**config.mk**
```make
export PLATFORM = sky130hd
export DESIGN_NAME = amc_ctrl
export DESIGN_NICKNAME = d
export VERILOG_FILES = /design/src/hdl/amc_pkg.sv /design/src/hdl/amc_ctrl.sv
export SDC_FILE = /design/constraint.sdc
export NUM_CORES = 1
export LEC_CHECK = 0
export BUFFER_PORTS_ARGS = -buffer_cell sky130_fd_sc_hd__buf_4
export CAP_MARGIN = 40
export CORE_MARGIN = 4
export CORE_UTILIZATION = 52
export DETAILED_ROUTE_END_ITERATION = 8
export PLACE_DENSITY = 0.76
export SLEW_MARGIN = 20
export SYNTH_ARGS = -nofsm -noshare
export SYNTH_HDL_FRONTEND = slang
export SYNTH_SLANG_ARGS = --single-unit
```
**constraint.sdc**
```tcl
create_clock -name clk -period 2 [get_ports clk]
set_input_delay 0.4 -clock clk [delete_from_list [all_inputs] [get_ports clk]]
set_output_delay 0.4 -clock clk [all_outputs]
set_load 0.05 [all_outputs]
```
**src/hdl/amc_pkg.sv**
```systemverilog
package amc_pkg;

  // Default sizes
  localparam int NODES_DEF     = 256;
  localparam int ALPHABET_DEF  = 256;
  localparam int MAX_DEPTH_DEF = 32;
  localparam int PATTERNS_DEF  = 256;

  // Fixed field widths and limits
  localparam int SYM_W      = 8;
  localparam int ID_W       = 8;
  localparam int POS_W      = 32;
  localparam int RESULT_CAP = 32;
  localparam int CNT_W      = $clog2(RESULT_CAP);

  typedef enum logic [1:0] {
    MODE_INSERT, MODE_BUILD, MODE_SCAN, MODE_RESTART
  } mode_t;

  typedef enum logic [1:0] {
    KIND_ACK, KIND_MATCH, KIND_NOMATCH, KIND_ERROR
  } kind_t;

  typedef enum logic [4:0] {
    ST_CLEAR, ST_IDLE, ST_DISPATCH, ST_INS_RD, ST_INS_DEC, ST_INS_TAG,
    ST_BLD_INIT, ST_BR_RD, ST_BR_CHK, ST_POP, ST_POP_WAIT, ST_U_LINK,
    ST_C_RD, ST_C_CHK, ST_F_RD, ST_F_CHK, ST_F_SUF, ST_T_SET, ST_BLD_DONE,
    ST_RESTART, ST_SCN_START, ST_S_RD, ST_S_CHK, ST_S_SUF, ST_S_U,
    ST_EMIT, ST_RESP
  } state_t;

  typedef enum logic [4:0] {
    OP_NONE, OP_CLEAR, OP_LATCH, OP_INS_RD, OP_INS_DEC, OP_INS_TAG,
    OP_BLD_INIT, OP_BR_RD, OP_BR_CHK, OP_POP, OP_POP_WAIT, OP_U_LINK,
    OP_C_RD, OP_C_CHK, OP_F_RD, OP_F_CHK, OP_F_SUF, OP_T_SET, OP_BLD_DONE,
    OP_RESTART, OP_SCN_START, OP_S_RD, OP_S_CHK, OP_S_SUF, OP_S_U,
    OP_EMIT, OP_RESP
  } op_t;

  // Controller to datapath
  typedef struct packed {
    op_t op;
  } cmd_t;

  // Datapath to controller
  typedef struct packed {
    logic  clr_last;
    mode_t mode;
    logic  ins_tag;
    logic  a_last;
    logic  q_empty;
    logic  c_zero;
    logic  f_hit;
    logic  v_hit;
    logic  u_zero;
    logic  out_free;
    logic  emit_last;
  } sts_t;

endpackage

```
**src/hdl/amc_ctrl.sv**
```systemverilog
module amc_ctrl import amc_pkg::*; (
  input  logic clk,
  input  logic rst,
  input  logic in_valid,
  output logic in_ready,
  input  sts_t sts,
  output cmd_t cmd
);

  state_t state, state_next;

  always_ff @(posedge clk) begin
    if (rst) begin
      state <= ST_CLEAR;
    end else begin
      state <= state_next;
    end
  end

  // Next state
  always_comb begin
    state_next = state;
    unique case (state)
      ST_CLEAR:     if (sts.clr_last) state_next = ST_IDLE;
      ST_IDLE:      if (in_valid) state_next = ST_DISPATCH;
      ST_DISPATCH: begin
        unique case (sts.mode)
          MODE_INSERT:  state_next = ST_INS_RD;
          MODE_BUILD:   state_next = ST_BLD_INIT;
          MODE_SCAN:    state_next = ST_SCN_START;
          MODE_RESTART: state_next = ST_RESTART;
          default:      state_next = ST_RESTART;
        endcase
      end
      ST_INS_RD:    state_next = ST_INS_DEC;
      ST_INS_DEC:   state_next = sts.ins_tag ? ST_INS_TAG : ST_RESP;
      ST_INS_TAG:   state_next = ST_RESP;
      ST_BLD_INIT:  state_next = ST_BR_RD;
      ST_BR_RD:     state_next = ST_BR_CHK;
      ST_BR_CHK:    state_next = sts.a_last ? ST_POP : ST_BR_RD;
      ST_POP:       state_next = sts.q_empty ? ST_BLD_DONE : ST_POP_WAIT;
      ST_POP_WAIT:  state_next = ST_U_LINK;
      ST_U_LINK:    state_next = ST_C_RD;
      ST_C_RD:      state_next = ST_C_CHK;
      ST_C_CHK: begin
        if (!sts.c_zero) begin
          state_next = ST_F_RD;
        end else begin
          state_next = sts.a_last ? ST_POP : ST_C_RD;
        end
      end
      ST_F_RD:      state_next = ST_F_CHK;
      ST_F_CHK:     state_next = sts.f_hit ? ST_T_SET : ST_F_SUF;
      ST_F_SUF:     state_next = ST_F_RD;
      ST_T_SET:     state_next = sts.a_last ? ST_POP : ST_C_RD;
      ST_BLD_DONE:  state_next = ST_RESP;
      ST_RESTART:   state_next = ST_RESP;
      ST_SCN_START: state_next = ST_S_RD;
      ST_S_RD:      state_next = ST_S_CHK;
      ST_S_CHK:     state_next = sts.v_hit ? ST_S_U : ST_S_SUF;
      ST_S_SUF:     state_next = ST_S_RD;
      ST_S_U:       state_next = sts.u_zero ? ST_RESP : ST_EMIT;
      ST_EMIT:      if (sts.out_free && sts.emit_last) state_next = ST_IDLE;
      ST_RESP:      if (sts.out_free) state_next = ST_IDLE;
      default:      state_next = ST_IDLE;
    endcase
  end

  // Commands
  always_comb begin
    in_ready = 1'b0;
    cmd.op   = OP_NONE;
    unique case (state)
      ST_CLEAR:     cmd.op = OP_CLEAR;
      ST_IDLE: begin
        in_ready = 1'b1;
        cmd.op   = in_valid ? OP_LATCH : OP_NONE;
      end
      ST_DISPATCH:  cmd.op = OP_NONE;
      ST_INS_RD:    cmd.op = OP_INS_RD;
      ST_INS_DEC:   cmd.op = OP_INS_DEC;
      ST_INS_TAG:   cmd.op = OP_INS_TAG;
      ST_BLD_INIT:  cmd.op = OP_BLD_INIT;
      ST_BR_RD:     cmd.op = OP_BR_RD;
      ST_BR_CHK:    cmd.op = OP_BR_CHK;
      ST_POP:       cmd.op = OP_POP;
      ST_POP_WAIT:  cmd.op = OP_POP_WAIT;
      ST_U_LINK:    cmd.op = OP_U_LINK;
      ST_C_RD:      cmd.op = OP_C_RD;
      ST_C_CHK:     cmd.op = OP_C_CHK;
      ST_F_RD:      cmd.op = OP_F_RD;
      ST_F_CHK:     cmd.op = OP_F_CHK;
      ST_F_SUF:     cmd.op = OP_F_SUF;
      ST_T_SET:     cmd.op = OP_T_SET;
      ST_BLD_DONE:  cmd.op = OP_BLD_DONE;
      ST_RESTART:   cmd.op = OP_RESTART;
      ST_SCN_START: cmd.op = OP_SCN_START;
      ST_S_RD:      cmd.op = OP_S_RD;
      ST_S_CHK:     cmd.op = OP_S_CHK;
      ST_S_SUF:     cmd.op = OP_S_SUF;
      ST_S_U:       cmd.op = OP_S_U;
      ST_EMIT:      cmd.op = OP_EMIT;
      ST_RESP:      cmd.op = OP_RESP;
      default:      cmd.op = OP_NONE;
    endcase
  end

endmodule

```
* Yosys cells after proc, flatten, opt, wreduce, memory -nomap -nowiden
Cells that the tools add are included.
W data, S select, Z words.
** Word-level totals
- Bits in registers :: 5
- Bits of input ports :: 15
- Output and inout port bits :: 6
- Word-level logic and storage cells :: 57
** Operators by class
- Equal/unequal tests :: 33
- Muxes and demuxes :: 17
- Reductions and logical operators :: 6
** Operator list (count)
- $pmux W5 S26 :: 1
- $pmux W5 S24 :: 1
- $eq A5 B5 Y1 const B :: 11
- $eq A5 B4 Y1 const B :: 8
- $mux W5 :: 6
- $eq A5 B3 Y1 const B :: 4
- $pmux W5 S4 :: 1
- $eq A5 B2 Y1 const B :: 2
- $mux W4 :: 2
- $ne A2 B2 Y1 const B :: 4
- $mux W3 :: 2
- $eq A5 B1 Y1 const B :: 1
- $logic_not A5 Y1 :: 1
- $eq A2 B2 Y1 const B :: 2
- $mux W2 :: 2
- $reduce_and A4 Y1 :: 1
- $reduce_or A3 Y1 :: 1
- $eq A2 B1 Y1 const B :: 1
- $logic_not A2 Y1 :: 1
- $mux W1 :: 2
- $reduce_or A2 Y1 :: 1
- $logic_and A1 B1 Y1 :: 1

* Depth between registers and ports, before layout
Gate-level depths: netlist of the first run.
- Word-level depth :: 3
- Depth in mapped cells :: 7
- Depth with buffers taken out :: 7

* Worst setup path after synthesis of the first run
No wires, ideal clock.
- Path type :: reg-to-output
- From :: reg state[0]
- To :: out cmd[0] (netlist bit)
- Data arrival time :: 2127 ps
- Data required time :: 1600 ps
- Slack :: -527 ps
- Cell stages (with the launch flop) :: 5
- Buffers on the path :: 1
- Cells stage by stage :: dfxtp_1 > buf_2 > nor2b_1 > and2_1 > nor3_1
** RTL lines
- start: declaration :: line amc_ctrl.sv:10 : state_t state, state_next;
- start signal: assignment :: line amc_ctrl.sv:16 : state <= state_next;
- end: declaration :: line amc_ctrl.sv:7 : output cmd_t cmd

==> results of run 1 <==
[power by group through the flow]
stage | combinational, mW | clock, mW | sequential, mW
5_1_grt | 0.940 | 0.126 | 0.205
4_1_cts | 0.856 | 0.118 | 0.191
6_report | 0.882 | 0.115 | 0.199
2_1_floorplan | 0.653 | 0 | 0.141
3_5_place_dp | 0.854 | 0 | 0.192
3_3_place_gp | 0.845 | 0 | 0.192
[per-layer routing]
metal  global-route usage (%)  share of wire [%]  up-vias
li1                         -                  -      528
met1                     36.0                 39      516
met2                     39.8                 48       77
met3                     4.43                 12        2
met4                     6.45               0.45        0
met5                        0                  0        -
[cell usage in the layout, fill, tap and decap left out, types with 2 or more instances in the layout]
master / count
nor4_1: 3
dfxtp_2: 3
clkbuf_4: 3
nand2b_1: 5
and2_1: 2
nand2_1: 9
nand3b_1: 2
nor3_1: 5
buf_4: 32
o21a_1: 2
nor2_1: 12
nand4_1: 2
or3b_1: 2
a21oi_1: 14
nand3_1: 3
o32ai_1: 3
a31oi_1: 6
dfxtp_1: 2
o21ai_0: 6
o21ai_1: 2
ha_1: 4
inv_1: 5
[worst register-to-register path, delay by kind of cell, from the launching register on]
family	cells	cell delay, ns
compound gates	3	0.63
buf+inv	1	0.25
flops	1	0.58
simple gates	2	0.23
[through the flow]
stage	power, mW	util [%]	setup TNS [ns]	hold WS (ns)	instances
floorplan	0.794	-	-0.153	0.469	128
global placement	1.04	70.1	0	0.609	165
detailed placement	1.05	70.1	0	0.614	165
CTS	1.17	71.9	0	0.357	169
global route	1.27	72.6	0	0.368	169
finish	1.20	72.6	0	0.362	169
[kinds of logic after synthesis]
family	after synthesis	share of synthesized area, %
simple gates	53	34.5
compound gates	47	35.9
buf+inv	17	9.42
flops	5	12.0
fa+ha+maj	4	5.98
xor+xnor	1	1.05
mux	1	1.20
[what timing repair did]
item / CTS / global route
hold buffers: 0 / 0
gates resized for setup: 1 / 3
endpoints found under the setup margin: 2 / 3
[cell type report]
class                           count  area, um2
Fill cell                         123        413
Tap cell                           16       20.0
Multi-Input combinational cell    106        681
Clock buffer                        4       26.3
Inverter                            6       22.5
Sequential cell                     5        104
Timing Repair Buffer               32        240
[final timing paths]
| check | from | to | slack (ns) | cells past startpoint |
|---|---|---|---|---|
| hold reg to reg | state[0]$_SDFFE_PP0P_ | state[0]$_SDFFE_PP0P_ | 0.59 | 2 |
| hold / removal | rst | state[4]$_SDFFE_PP0P_ | 0.36 | 2 |
| setup reg to reg | state[2]$_SDFFE_PP0P_ | state[0]$_SDFFE_PP0P_ | 0.22 | 6 |
| setup / recovery | state[1]$_SDFFE_PP0P_ | cmd[0] | 0.10 | 4 |
==> results.toml, run 1 <==
[pwr]
power.switching_mw = 0.632
p_int_mw = 0.563
vdd_drop_max_uv = 717
power_switching_share_pct = 52.9
combPwrFrac_pct = 73.7
powerDensity_nw_per_um2 = 1090
power_frac_clock_pct = 9.6
p_leak_nw = 0.434
power_frac_seq_pct = 16.6

[drt]
wirelength_um = 2660
wl_per_cell_um = 15.7
drt_iter0_markers = 68
ant_nets = 0
drt-vias-per-instance = 6.64
num_vias = 1123
drc = 0
drtPass1Iterations = 5

[run]
maxCapViolCount = 0

[yosys]
synth_area_leaders = "dfxtp_1 (12%), a21oi_1 (8.4%), ha_1 (6.0%)"
syn-num-nets = 147
ys_warn_count = 0
yosys-top-cells-count = "a21oi_1 (14), nor2_1 (12), nand2_1 (9)"
synth-main-ff-cell = "dfxtp_1"
ys_ff_latch = 5
synth_top_cell_area_share_pct = 12.0
syn_inst = 128
syn_area_um2 = 837
synth_most_common_cell = "a21oi_1"
synth_edf_count = 0
post_synth.cell_area_avg_um2 = 6.54
async_flop_share_pct = 0
synth.largest_area_cell = "dfxtp_1"
synth_cell_type_count = 45
ys_seq_area_share_pct = 12.0

[clock_tree]
cts_made_buffers = 3
insertion_delay_ns = 0.23
cts.sinks = 5
clk_pin_slew_ns = 0.04
clockBufferDepth = 2
root_buffer = "clkbuf_4"
cts_setup_buffers = 0
htreeDepth = 1
tritoncts = "done"

[global_routing]
antenna_found_initial = 0
gr-total-overflow = 0
grt_pass1_vias = 916
grt_max_degree = 20
track_usage_pct = 25.5
grt_pass1_wl_um = 4220

[setup_path]
worstPathCellList = "nor3_2 > and2_1 > nor3_4 > buf_4"
critPathRequiredTime_ns = 1.60
worstPathBufferInverterCount = 1
critical_path_class = "flip-flop to output port"
crit_path_top_delay_cell = "dfxtp_1"
crit_path_start_kind = "flip-flop"
crit_family = "flip-flops"
crit_arrival_ns = 1.50
slowest_delay_ns = 0.59
crit_fanout = 11
worstSetupEndpointType = "output port"

[die]
die_w_um = 48.1
rows = 14
ios = 21
start_util_pct = 55.6
die-area_um2 = 2320
die_h_um = 48.1
core_um2 = 1510

[place]
place_ws_ns = 0.170
place_congestion = 0.927
placed_area_um2 = 1060
io_buffers = 20
place_hpwl_um = 2030

[layout]
largest_reg_flops = 5
regMostFlops = "state"
drive_gt1_share_pct = 28.8
reg.largest.list = "state: 5 flops"
fin_nets = 173
final_area_um2 = 1090
area_growth_pct = 30.6
antenna_cells = 0

[timing]
min_period_ns = 1.90
drv_slew = 0
max_slew.worst_pin.slew_ns = 0.456
clock.fmax_ghz = 0.527
final.setup_skew_ns = 0.000833
setup_viol = 0
min_period_over_period_pct = 94.8
hold_viol = 0
rsz0062_at_grt = "no"
relSlewSlack_pct = 69.6
setup_ws_ns = 0.104

[status]
status = "finished, final reports clean"

[worst_hold_path]
hold_class = "input port to flip-flop"
Power figures use the tool's default switching activity.
==> inputs of run 2 (changes only) <==
Settings changed: CORE_UTILIZATION 52 to 56, PLACE_DENSITY 0.76 to 0.81.
Clock period 2 ns to 2.3 ns, I/O delays scaled along.
==> run 2 against run 1 <==
Global-route usage is 1.5 points higher. Sequential share of layout area is 0.41 points higher. Clock skew is 0.0099 ns higher. Via count is 1.9% lower. Register-to-register slack better by 0.18 ns. Clock-buffer cell count stayed put. First-iteration DRC count is 10% lower. Total power is 18% lower. Non-clock buffer count is 5 lower. Cell area is 5.3% lower. Largest cell class unchanged.
==> results.toml, run 2 (same netlist as run 1, synthesis figures left out) <==
[global_routing]
track_usage_pct = 27.0
grt_max_degree = 25
grt_pass1_wl_um = 4240
grt_pass1_vias = 916
gr-total-overflow = 0
antenna_found_initial = 0

[pwr]
powerDensity_nw_per_um2 = 943
vdd_drop_max_uv = 585
p_leak_nw = 0.402

[clock_tree]
clk_pin_slew_ns = 0.05
insertion_delay_ns = 0.26
cts_hold_buf = 0
clockBufferDepth = 2
cts.sinks = 5
root_buffer = "clkbuf_4"
htreeDepth = 1
cts_setup_buffers = 0
tritoncts = "done"
cts_made_buffers = 3

[timing]
rsz0062_at_grt = "no"
relSlewSlack_pct = 64.0
setup_viol = 0
setup_ws_ns = 0.200
hold_viol = 0
min_period_over_period_pct = 91.3
drv_slew = 0
min_period_ns = 2.10
max_slew.worst_pin.slew_ns = 0.540
setup_tns_ns = 0
clock.fmax_ghz = 0.476
final.setup_skew_ns = 0.0107

[layout]
seqCellArea_um2 = 103
drive_gt1_share_pct = 24.3
final_cell_mix = "buf_4 (27), a21oi_1 (14), nor2_1 (12)"
fill_cells = 106
multi_input_area_um2 = 663
area_growth_pct = 23.8
antenna_cells = 0
final_core_util_pct = 76.7
final_common_cell = "buf_4"
reg.largest.list = "state: 5 flops"
final_area_um2 = 1040
largest_reg_flops = 5
regMostFlops = "state"
fin_nets = 168

[worst_hold_path]
hold_class = "input port to flip-flop"

[place]
placed_area_um2 = 1010
place_ws_ns = 0.345
io_buffers = 20
place_hpwl_um = 1890
place_congestion = 0.941

[die]
start_util_pct = 62.0
core_um2 = 1350
ios = 21
rows = 13
die_h_um = 46.7
die-area_um2 = 2180
die_w_um = 46.7

[drt]
drt_iter0_markers = 61
num_vias = 1102
drtPass1Iterations = 4
wl_per_cell_um = 15.8
drt-vias-per-instance = 6.76
ant_nets = 0
drc = 0
wirelength_um = 2580

[setup_path]
critPathRequiredTime_ns = 1.84
crit_path_start_kind = "flip-flop"
crit_arrival_ns = 1.64
worstSetupEndpointType = "output port"
r2r_slack_ns = 0.40
critical_path_class = "flip-flop to output port"
crit_fanout = 12

[run]
maxCapViolCount = 0

[status]
status = "finished, final reports clean"
==> run 2: what timing repair did <==
action / CTS / global route
resized for setup: 0 / 2
hold endpoints to repair: 0 / 0
setup endpoints to repair: 0 / 2
==> run 2: metrics by stage <==
step / hold slack (ns) / std cells / total power, mW
final: 0.402 / 163 / 0.977
after global placement: 0.672 / 159 / 0.846
after CTS: 0.401 / 163 / 0.965
after floorplan: 0.529 / 128 / 0.670
after detailed placement: 0.675 / 159 / 0.853
after global routing: 0.390 / 163 / 1.05
==> run 2: final timing paths <==
| check | start | cells past startpoint | end |
|---|---|---|---|
| max | state[2]$_SDFFE_PP0P_ | 5 | cmd[0] |
| min | rst | 2 | state[4]$_SDFFE_PP0P_ |
| max reg2reg | state[0]$_SDFFE_PP0P_ | 6 | state[0]$_SDFFE_PP0P_ |
| min reg2reg | state[3]$_SDFFE_PP0P_ | 2 | state[3]$_SDFFE_PP0P_ |
==> run 2: area by class of cell <==
class | count | share of cell area (%)
Clock buffer | 4 | 2.54
Inverter | 6 | 2.17
Multi-Input combinational cell | 106 | 64.0
Sequential cell | 5 | 9.90
Tap cell | 15 | 1.81
Timing Repair Buffer | 27 | 19.6
==> run 2: worst max-delay path, stage by stage (launching register included) <==
cell,delay [ns]
dfxtp_1,0.63
buf_4,0.26
o21ai_1,0.07
a21oi_1,0.18
nor3_2,0.06
buf_4,0.18
==> run 2: power breakdown <==
| group | leakage, nW | internal, mW | total, mW | switching, mW |
|---|---|---|---|---|
| clock | 0.0150 | 0.0661 | 0.110 | 0.0440 |
| combinational | 0.345 | 0.277 | 0.677 | 0.400 |
| sequential | 0.0417 | 0.107 | 0.190 | 0.0832 |
==> run 2: layer usage <==
layer  track usage (%)  wire length (um)
met1              37.8              1050
met2              39.6              1200
met3              9.38               284
met4              5.52                37
met5                 0                 0
==> inputs of run 3 (changes only) <==
Settings changed: CORE_UTILIZATION 56 to 52, CTS_CLUSTER_DIAMETER set to 40, PLACE_DENSITY 0.81 to 0.76.
Clock period 2.3 ns to 2.13 ns, I/O delays scaled along.
==> run 3 against run 2 <==
First-iteration DRC count is 18% lower. Cell area is 2.9% higher. Clock power hardly changed. Non-clock buffer count is 3 higher. Clock-buffer cell count stayed put. Total power is 8.7% higher. Sequential share of layout area is 0.28 points lower. Via count is 1.5% higher. Largest cell class unchanged.
==> results.toml, run 3 (same netlist as run 1, synthesis figures left out) <==
[die]
ios = 21
rows = 14
core_um2 = 1510
die_w_um = 48.1
die_h_um = 48.1
die-area_um2 = 2320
start_util_pct = 55.6

[timing]
relSlewSlack_pct = 68.9
min_period_ns = 2.01
final.setup_skew_ns = 0.00590
setup_tns_ns = 0
min_period_over_period_pct = 94.3
hold_viol = 0
max_slew.worst_pin.slew_ns = 0.460
drv_slew = 0
setup_ws_ns = 0.120
setup_viol = 0
clock.fmax_ghz = 0.498
rsz0062_at_grt = "no"

[drt]
met2WireLength_um = 1230
drt_iter0_markers = 50
wirelength_um = 2540
wl_met3_um = 240
drtPass1Iterations = 5
num_vias = 1119
wl_met1_um = 1060
ant_nets = 0
drt-vias-per-instance = 6.70
wl_per_cell_um = 15.2
drc = 0
dr.max_layer_used = "met4"

[layout]
fill_cells = 144
fin_nets = 171
multi_input_area_um2 = 669
drive_gt1_share_pct = 25.8
seqCellArea_um2 = 103
antenna_cells = 0
area_growth_pct = 27.4
final_cell_mix = "buf_4 (30), a21oi_1 (14), nor2_1 (12)"
largest_reg_flops = 5
reg.largest.list = "state: 5 flops"
final_common_cell = "buf_4"
regMostFlops = "state"

[clock_tree]
insertion_delay_ns = 0.24
clockBufferDepth = 2
cts.sinks = 5
cts_setup_buffers = 0
htreeDepth = 1
cts_made_buffers = 3
clk_pin_slew_ns = 0.04
tritoncts = "done"
root_buffer = "clkbuf_4"

[status]
status = "finished, final reports clean"

[place]
io_buffers = 20
place_hpwl_um = 1950
place_congestion = 0.887
place_ws_ns = 0.274

[pwr]
powerDensity_nw_per_um2 = 996
vdd_drop_max_uv = 597
p_leak_nw = 0.420

[setup_path]
critPathRequiredTime_ns = 1.70
crit_path_start_kind = "flip-flop"
worstSetupEndpointType = "output port"
crit_fanout = 15
rr_worst_depth = 6
critical_path_class = "flip-flop to output port"
crit_arrival_ns = 1.58

[worst_hold_path]
hold_class = "input port to flip-flop"
worstHoldPathCells = 2

[global_routing]
track_usage_pct = 24.5
grt_pass1_vias = 989
grt_max_degree = 17
grt_pass1_wl_um = 4120
antenna_found_initial = 0
gr-total-overflow = 0

[run]
maxCapViolCount = 0
-- run 3: layout make-up --
type / instances / share of cell area [%]
flip-flops and latches: 5 / 9.62
well taps: 16 / 1.88
clock buffers: 4 / 2.46
multi-input cells: 106 / 62.8
inverters: 6 / 2.11
repair buffers: 30 / 21.1
-- run 3: metrics by stage --
step | cell area, um2 | hold WS [ns] | cells | utilization, % | power [mW]
after global placement | 1040 | 0.628 | 163 | 68.9 | 0.937
after global routing | 1070 | 0.387 | 167 | 70.8 | 1.13
after CTS | 1060 | 0.381 | 167 | 70.6 | 1.05
after floorplan | 848 | 0.495 | 128 | - | 0.740
after detailed placement | 1040 | 0.637 | 163 | 68.9 | 0.940
final | 1070 | 0.385 | 167 | 70.8 | 1.06
-- run 3: layer usage --
layer | up-vias | GRT usage, %
met1 | 510 | 31.4
met5 | - | 0
met3 | 6 | 6.27
met2 | 73 | 42.2
li1 | 530 | -
met4 | 0 | 3.23
-- run 3: path summary, 6_finish.rpt --
path,start,end,slack (ns)
setup / recovery,state[3]$_SDFFE_PP0P_,cmd[0],0.12
setup reg to reg,state[3]$_SDFFE_PP0P_,state[0]$_SDFFE_PP0P_,0.26
hold / removal,rst,state[4]$_SDFFE_PP0P_,0.39
hold reg to reg,state[0]$_SDFFE_PP0P_,state[0]$_SDFFE_PP0P_,0.66
-- run 3: critical path, cell delays in order, from the launching register on --
cell and delay (ns):
dfxtp_1 0.59, nor2b_1 0.14, and2_1 0.22, nor3_4 0.17
buf_4 0.21
-- run 3: timing repair --
item,in CTS,in global routing
setup endpoints to repair,0,1
gates resized for setup,0,2
hold buffers,0,0
-- run 3: where the power goes --
group | switching [mW] | internal [mW]
registers | 0.0688 | 0.116
clock network | 0.0380 | 0.0707
logic | 0.460 | 0.308
